[src/hdl/ebts_pkg.sv]
// ----------------------------------------------------------------------------
// ebts_pkg: shared types and constants of the Erlang B traffic solver
// Fixed-point widths, register map, datapath operations and status bundles.
// ----------------------------------------------------------------------------
package ebts_pkg;

  localparam int MaxChannels = 256;
  localparam int ChanW       = 9;
  localparam int ProbW       = 16;
  localparam int TrafficW    = 32;
  localparam int InvW        = 64;
  localparam int RoundW      = 7;
  localparam int NumW        = ChanW + InvW;
  localparam int DivSteps    = 64;
  localparam int DivCntW     = $clog2(DivSteps);
  localparam int FactorW     = 33;
  localparam int CfgAddrW    = 4;
  localparam int CfgDataW    = 32;

  localparam logic [ProbW-1:0]    StartRatioRst = 16'd52429;
  localparam logic [ProbW-1:0]    ToleranceRst  = 16'd66;
  localparam logic [ProbW-1:0]    StepGainRst   = 16'd32768;
  localparam logic [RoundW-1:0]   MaxRoundsRst  = 7'd10;

  typedef enum logic [1:0] {
    REG_START_RATIO = 2'd0,
    REG_TOLERANCE   = 2'd1,
    REG_STEP_GAIN   = 2'd2,
    REG_MAX_ROUNDS  = 2'd3
  } cfg_reg_e;

  typedef enum logic [3:0] {
    OP_NONE,
    OP_LOAD,
    OP_ROUND_INIT,
    OP_MUL,
    OP_SAT_B,
    OP_DIV_START,
    OP_DIV_END,
    OP_K_INC,
    OP_BDIV_START,
    OP_BDIV_END,
    OP_UPD_FACTOR,
    OP_UPD_TRAFFIC,
    OP_OUT_LOAD
  } dp_op_e;

  typedef enum logic [3:0] {
    ST_IDLE,
    ST_ROUND,
    ST_MUL,
    ST_CHK,
    ST_DIV,
    ST_STEP,
    ST_BDIV,
    ST_CMP,
    ST_UPD,
    ST_FINISH
  } ctrl_state_e;

  typedef struct packed {
    dp_op_e op;
  } dp_cmd_t;

  typedef struct packed {
    logic n_zero;
    logic rounds_done;
    logic ovf;
    logic div_busy;
    logic k_last;
    logic converged;
    logic out_free;
  } dp_sts_t;

endpackage

[src/hdl/ebts_ctrl.sv]
// ----------------------------------------------------------------------------
// ebts_ctrl: sequencer of the traffic solver
// Steps the datapath through rounds, recurrence steps and traffic updates.
// ----------------------------------------------------------------------------
module ebts_ctrl
  import ebts_pkg::*;
(
  input  logic    clk_i,
  input  logic    rst_ni,
  input  logic    in_valid_i,
  output logic    in_ready_o,
  output dp_cmd_t cmd_o,
  input  dp_sts_t sts_i
);

  ctrl_state_e state_q, state_d;

  always_ff @(posedge clk_i or negedge rst_ni) begin
    if (!rst_ni) begin
      state_q <= ST_IDLE;
    end else begin
      state_q <= state_d;
    end
  end

  always_comb begin
    state_d    = state_q;
    cmd_o.op   = OP_NONE;
    in_ready_o = 1'b0;
    unique case (state_q)
      ST_IDLE: begin
        in_ready_o = 1'b1;
        if (in_valid_i) begin
          cmd_o.op = OP_LOAD;
          state_d  = ST_ROUND;
        end
      end
      ST_ROUND: begin
        if (sts_i.n_zero || sts_i.rounds_done) begin
          state_d = ST_FINISH;
        end else begin
          cmd_o.op = OP_ROUND_INIT;
          state_d  = ST_MUL;
        end
      end
      ST_MUL: begin
        cmd_o.op = OP_MUL;
        state_d  = ST_CHK;
      end
      ST_CHK: begin
        if (sts_i.ovf) begin
          cmd_o.op = OP_SAT_B;
          state_d  = ST_STEP;
        end else begin
          cmd_o.op = OP_DIV_START;
          state_d  = ST_DIV;
        end
      end
      ST_DIV: begin
        if (!sts_i.div_busy) begin
          cmd_o.op = OP_DIV_END;
          state_d  = ST_STEP;
        end
      end
      ST_STEP: begin
        if (sts_i.k_last) begin
          cmd_o.op = OP_BDIV_START;
          state_d  = ST_BDIV;
        end else begin
          cmd_o.op = OP_K_INC;
          state_d  = ST_MUL;
        end
      end
      ST_BDIV: begin
        if (!sts_i.div_busy) begin
          cmd_o.op = OP_BDIV_END;
          state_d  = ST_CMP;
        end
      end
      ST_CMP: begin
        if (sts_i.converged) begin
          state_d = ST_FINISH;
        end else begin
          cmd_o.op = OP_UPD_FACTOR;
          state_d  = ST_UPD;
        end
      end
      ST_UPD: begin
        cmd_o.op = OP_UPD_TRAFFIC;
        state_d  = ST_ROUND;
      end
      ST_FINISH: begin
        if (sts_i.out_free) begin
          cmd_o.op = OP_OUT_LOAD;
          state_d  = ST_IDLE;
        end
      end
      default: begin
        state_d = ST_IDLE;
      end
    endcase
  end

endmodule

[config.mk]
export PLATFORM = sky130hd
export DESIGN_NAME = ebts_ctrl
export DESIGN_NICKNAME = d
export VERILOG_FILES = /design/src/hdl/ebts_pkg.sv /design/src/hdl/ebts_ctrl.sv
export SDC_FILE = /design/constraint.sdc
export NUM_CORES = 1
export LEC_CHECK = 0
export ABC_AREA = 1
export BUFFER_PORTS_ARGS = -buffer_cell sky130_fd_sc_hd__buf_4
export CORE_AREA = 5 5 42 44
export CTS_BUF_LIST = sky130_fd_sc_hd__clkbuf_4 sky130_fd_sc_hd__clkbuf_8 sky130_fd_sc_hd__clkbuf_16
export CTS_CLUSTER_DIAMETER = 40
export CTS_CLUSTER_SIZE = 20
export DETAILED_ROUTE_END_ITERATION = 6
export DIE_AREA = 0 0 47 49
export GPL_TIMING_DRIVEN = 1
export PLACE_DENSITY_LB_ADDON = 0.12
export SLEW_MARGIN = 25
export SYNTH_ARGS = -nofsm -noshare
export SYNTH_HDL_FRONTEND = slang
export SYNTH_SLANG_ARGS = --single-unit
[constraint.sdc]
create_clock -name clk_i -period 1.52 [get_ports clk_i]
set_clock_uncertainty 0.2 [all_clocks]
set_input_delay 0.228 -clock clk_i [delete_from_list [all_inputs] [get_ports clk_i]]
set_output_delay 0.228 -clock clk_i [all_outputs]
set_load 0.1 [all_outputs]
==> results of run 1 <==
-- cell type report --
| class | instances | area (um^2) |
|---|---|---|
| Timing Repair Buffer | 34 | 334 |
| Sequential cell | 4 | 105 |
| Tap cell | 16 | 20.0 |
| Multi-Input combinational cell | 52 | 338 |
| Clock buffer | 4 | 30.0 |
| Inverter | 14 | 61.3 |
| Fill cell | 121 | 513 |
-- metal layers --
metal,up-vias,share of wire [%],GRT usage (%)
li1,300,-,-
met1,259,43,17.0
met2,14,53,20.1
met3,2,2.9,1.85
met4,0,1.5,2.76
met5,-,0,0
-- placed cells by master (no fill, tap or decap), drive strengths merged --
cell type | Yosys | layout
buf | 0 | 33
clkbuf | 0 | 4
clkinv | 1 | 1
clkinvlp | 0 | 1
dfrtp | 4 | 4
dlygate4sd3 | 0 | 1
inv | 13 | 12
nand2 | 21 | 21
nand3 | 10 | 10
nand3b | 1 | 1
nand4 | 4 | 4
nor2 | 10 | 10
nor3 | 1 | 1
o21ai | 4 | 4
or2 | 1 | 1
-- synth_stat cells --
library cell  instances  share of area (%)
nand2_2               2                3.0
or2_0                 1                1.5
nand4_1               4                6.1
dfrtp_1               4                 24
inv_2                 1               0.91
nand3_1              10                 12
o21ai_1               2                2.4
nand2_1              19                 17
clkinv_1              1               0.91
nor2_4                3                8.2
inv_1                12                 11
nor2_1                7                6.4
nand3b_1              1                1.8
o21ai_0               2                2.4
nor3_1                1                1.2
-- worst paths after layout --
path,end,slack [ns],cells after the start
min in group clk_i,state_q[0]$_DFFE_PN0P_,0.13,4
setup / recovery,cmd_o[3],-0.42,7
hold / removal,state_q[1]$_DFFE_PN0P_,0.13,2
hold reg to reg,state_q[3]$_DFFE_PN0P_,0.54,3
setup reg to reg,state_q[0]$_DFFE_PN0P_,-0.08,9
max in group asynchronous,state_q[0]$_DFFE_PN0P_,0.88,2
-- critical path, cell delays in order (launching register included) --
cell and delay, ns:
dfrtp_2 0.40, inv_2 0.08, nor2_4 0.18, nand2_2 0.08, o21ai_2 0.14, inv_2 0.07, nand4_1 0.13, buf_8 0.21
-- cell families after synthesis --
kind of cell | after synthesis | share of synthesized area, %
DFF | 4 | 24.4
and+or+nand+nor | 48 | 57.9
buffers and inverters | 14 | 12.8
AOI/OAI and AO/OA | 4 | 4.88
-- metrics by stage --
step | setup WS [ns] | util, % | hold slack (ns) | setup TNS, ns | cells
2_1_floorplan | -0.982 | - | -0.268 | -1.71 | 70
3_3_place_gp | -0.264 | 49.7 | -0.175 | -1.02 | 114
3_5_place_dp | -0.239 | 49.7 | -0.176 | -0.984 | 114
4_1_cts | -0.403 | 58.7 | 0.129 | -1.85 | 120
5_1_grt | -0.502 | 63.4 | 0.129 | -2.57 | 124
6_report | -0.421 | 63.4 | 0.129 | -2.02 | 124
-- timing repair --
action	CTS	global route
setup buffers	1	4
endpoints found under the setup margin	5	7
hold buffers	1	0
endpoints found under the hold margin	4	0
cloned	0	0
pin swaps	8	8
gates resized for setup	21	9
==> impl_results.md, run 1 <==
- Status: complete, but fails checks
- Violated checks: setup timing
- DR pass1 iterations: 4
- Min-Delay Path Class: in -> async
- CTS tree: built
- Max Slew Vio Count: 0
- Initial antenna violation count: 0
- R2r startpoint: state_q[3]$_DFFE_PN0P_
- Area grow syn2layout: 116%
- Synth Area per Inst: 5.86 um^2
- Starting Density: 29.3%
- Unrepaired setup endpoints after global routing: yes
- Dpl cell area: 697 um^2
- H-tree depth: 1
- Routed WL: 1.41 mm
- Drt drc: 0
- Final GP Congestion: 0.809
- Final Hold Fails: 0
- CTS root buffer: clkbuf_4
- Register area share after synthesis: 24.4%
- CP Max Fanout: 4
- Mapped cell area: 410 um^2
- Biggest regs: state_q: 4 flops
- Cells after synthesis: 70
- Maximum root-to-sink buffer count: 2
- Layout cell share with drive strength beyond 1: 59.3%
- Worst EP required: 1.09 ns
- Slew headroom: 83.7%
- Netlist cell types: 15
- Via density: 4.64
- Total track usage: 12.5%
- Clock slew at reported path FFs: 0.04 ns
- Final Cell Area: 888 um^2
- Worst-margin pin slew: 0.245 ns
- Synthesized Nets: 80
- Core footprint: 1400 um^2
- Critical path class: reg -> out
- FMAX: 515 MHz
- N_diodes: 0
- Clock sinks: 4
- CP arrival: 1.51 ns
- CP startpoint: state_q[2]$_DFFE_PN0P_
- Number of flip-flops in the largest register: 4
- Fin crit share: 128%
- Largest register by flop count: state_q
- Die height: 49 um
- Ports: 15
- Antenna-violating nets left: 0
- Vias in the first global route: 548
- Num rows: 14
- GR Overflow Total: 0
- Post-DP HPWL: 1.03 mm
- I/O Buffers: 14
- Worst Setup End Kind: output pin
- Pin count of the biggest net entering global routing: 8
- Routed length per instance: 11.4 um
- Minimum clock period: 1.94 ns
- TritonCTS buffer count: 3
- Final setup viols: 6
- Final worst setup slack: -0.421 ns
- DR vias: 575
- First-pass GRT wire length: 2.19 mm
- DR iter-0 viols: 14
- Seq cells post-synth: 4
- Die area: 2300 um^2
- Die Wd: 47 um
- Nets@finish: 119
- Synth warn: 0
- Startpoint types: register
- Max_cap viols: 0
- Worst-skew pair later-pin latency: 0.23 ns
Power of run 1 is not shown: default switching activity piles up to over one toggle a cycle in this logic, so the estimate is an artifact.
==> run 2: changes to the inputs <==
CTS_BUF_LIST = sky130_fd_sc_hd__clkbuf_4   (was sky130_fd_sc_hd__clkbuf_4 sky130_fd_sc_hd__clkbuf_8 sky130_fd_sc_hd__clkbuf_16)
SETUP_SLACK_MARGIN = 0.3   (was default)
==> run 2 against run 1 <==
Net effect: the run still ends with setup timing left; utilization shrank 0.089 points; maximum frequency about the same; register-to-register slack better by 0.02 ns; setup slack improved by 0.0016 ns; flip-flop and latch count is the same; via count down 0.52%; wire length decreased by 4.3%; critical path type unchanged; highest routed layer unchanged.
==> impl_results.md, run 2 (same netlist as run 1, synthesis figures left out) <==
- Status: complete, but fails checks
- Violated checks: setup timing
- Total track usage: 14.0% (+1.5 points)
- Maximum root-to-sink buffer count: 2 (unchanged)
- Post-DP HPWL: 1.07 mm (+4.2%)
- Fillers: 129 (+6.6%)
- I/O Buffers: 14 (unchanged)
- Slew headroom: 84.2% (+0.53 points)
- Pin count of the biggest net entering global routing: 8 (unchanged)
- Vias in the first global route: 583 (+6.4%)
- Largest register by flop count: state_q
- Routed length per instance: 11.1 um (-2.7%)
- R2r startpoint: state_q[3]$_DFFE_PN0P_
- Final GP Congestion: 0.809 (about the same)
- Ports: 15 (unchanged)
- Clock sinks: 4 (unchanged)
- Num rows: 14 (unchanged)
- DR iter-0 viols: 10 (-4)
- FMAX: 516 MHz (about the same)
- Register Area: 105 um^2 (unchanged)
- Unrepaired setup endpoints after global routing: yes
- Routed WL: 1.35 mm (-4.3%)
- Area grow syn2layout: 116%
- Max_cap viols: 0 (unchanged)
- Worst Setup End Kind: output pin
- H-tree depth: 1 (unchanged)
- GR Overflow Total: 0 (unchanged)
- Minimum clock period: 1.94 ns (-0.00161 ns)
- Via density: 4.69 (+1.1%)
- Worst-margin pin slew: 0.237 ns (-0.00802 ns)
- Final worst setup slack: -0.419 ns (+0.00161 ns)
- Initial antenna violation count: 0 (unchanged)
- Commonest non-fill, non-tap cells in the layout: buf_4 (18), nand2_1 (15), buf_6 (8)
- CP Max Fanout: 5 (+1)
- Nets@finish: 117 (-1.7%)
- CTS tree: built
- Die area: 2300 um^2 (unchanged)
- Commonest non-fill, non-tap cell in the layout: buf_4
- Worst EP required: 1.09 ns (about the same)
- TritonCTS buffer count: 3 (unchanged)
- Layout cell share with drive strength beyond 1: 61.3% (+2.1 points)
- Reg2reg setup slack: -0.06 ns (+0.02 ns)
- Startpoint types: register
- First-pass GRT wire length: 2.41 mm (+10%)
- N_diodes: 0 (unchanged)
- Setup_tns: -1.96 ns (+0.0631 ns)
- Multi-input gate area: 340 um^2 (+0.74%)
- Max Slew Vio Count: 0 (unchanged)
- Fin crit share: 128% (about the same)
- Biggest regs: state_q: 4 flops
- Starting Density: 29.3% (unchanged)
- Drt drc: 0 (unchanged)
- CTS root buffer: clkbuf_4
- Final setup viols: 6 (unchanged)
- Clock slew at reported path FFs: 0.05 ns (about the same)
- CP arrival: 1.51 ns (about the same)
- Core footprint: 1400 um^2 (unchanged)
- Number of flip-flops in the largest register: 4 (unchanged)
- Antenna-violating nets left: 0 (unchanged)
- Die height: 49 um (unchanged)
- Worst-skew pair later-pin latency: 0.24 ns (about the same)
- DR pass1 iterations: 4 (unchanged)
- Min-Delay Path Class: in -> async
- Critical path class: reg -> out
- Die Wd: 47 um (unchanged)
- CP startpoint: state_q[3]$_DFFE_PN0P_
- Final Hold Fails: 0 (unchanged)
- DR vias: 572 (-0.52%)
-- run 2: changes by cell type in the layout (fill, tap and decap cells not counted), sizes merged --
cell  change
buf       -2
-- run 2: path summary, 6_finish.rpt --
check | to | cells past startpoint
worst min-delay path | state_q[3]$_DFFE_PN0P_ | 2
worst max-delay path | cmd_o[3] | 6
min in group clk_i | state_q[2]$_DFFE_PN0P_ | 4
worst max register to register | state_q[1]$_DFFE_PN0P_ | 7
max in group asynchronous | state_q[2]$_DFFE_PN0P_ | 2
worst min register to register | state_q[0]$_DFFE_PN0P_ | 3
-- run 2: routing by layer --
layer	vias up	part of all wire, %	track usage, %
met5	-	0	0
met4	0	2.7	5.53
met3	4	4.1	1.85
met2	18	52	22.6
met1	257	41	17.9
li1	293	-	-
-- run 2: critical path, stage by stage, from the launching register on --
cell and delay [ns]:
dfrtp_2 0.46, nor2_4 0.19, nand2_4 0.07, o21ai_2 0.14
inv_2 0.07, nand4_1 0.12, buf_8 0.21
-- run 2: final cells by class --
cell class	instances	area share, %
clock buffer	4	3.39
inverter	14	6.91
multi-input combinational	52	38.4
sequential	4	11.8
tap	16	2.26
timing repair buffer	32	37.2
-- run 2: timing repair --
| item | 4_1_cts | 5_1_grt |
|---|---|---|
| hold buffers | 1 | 0 |
| setup endpoints to repair | 9 | 9 |
| buffers inserted | 2 | 1 |
| gates cloned | 0 | 0 |
| gates resized for setup | 27 | 8 |
| hold endpoints to repair | 4 | 0 |
| pin swaps | 7 | 9 |
-- run 2: through the flow --
stage / hold slack, ns / utilization, % / setup WS, ns / cells / cell area [um^2]
global route: 0.121 / 63.3 / -0.478 / 122 / 887
finish: 0.114 / 63.3 / -0.419 / 122 / 887
floorplan: -0.268 / - / -0.982 / 70 / 467
CTS: 0.107 / 60.9 / -0.421 / 121 / 853
global placement: -0.175 / 49.7 / -0.264 / 114 / 697
detailed placement: -0.175 / 49.7 / -0.247 / 114 / 697
Power of run 2 is left out for the same reason.
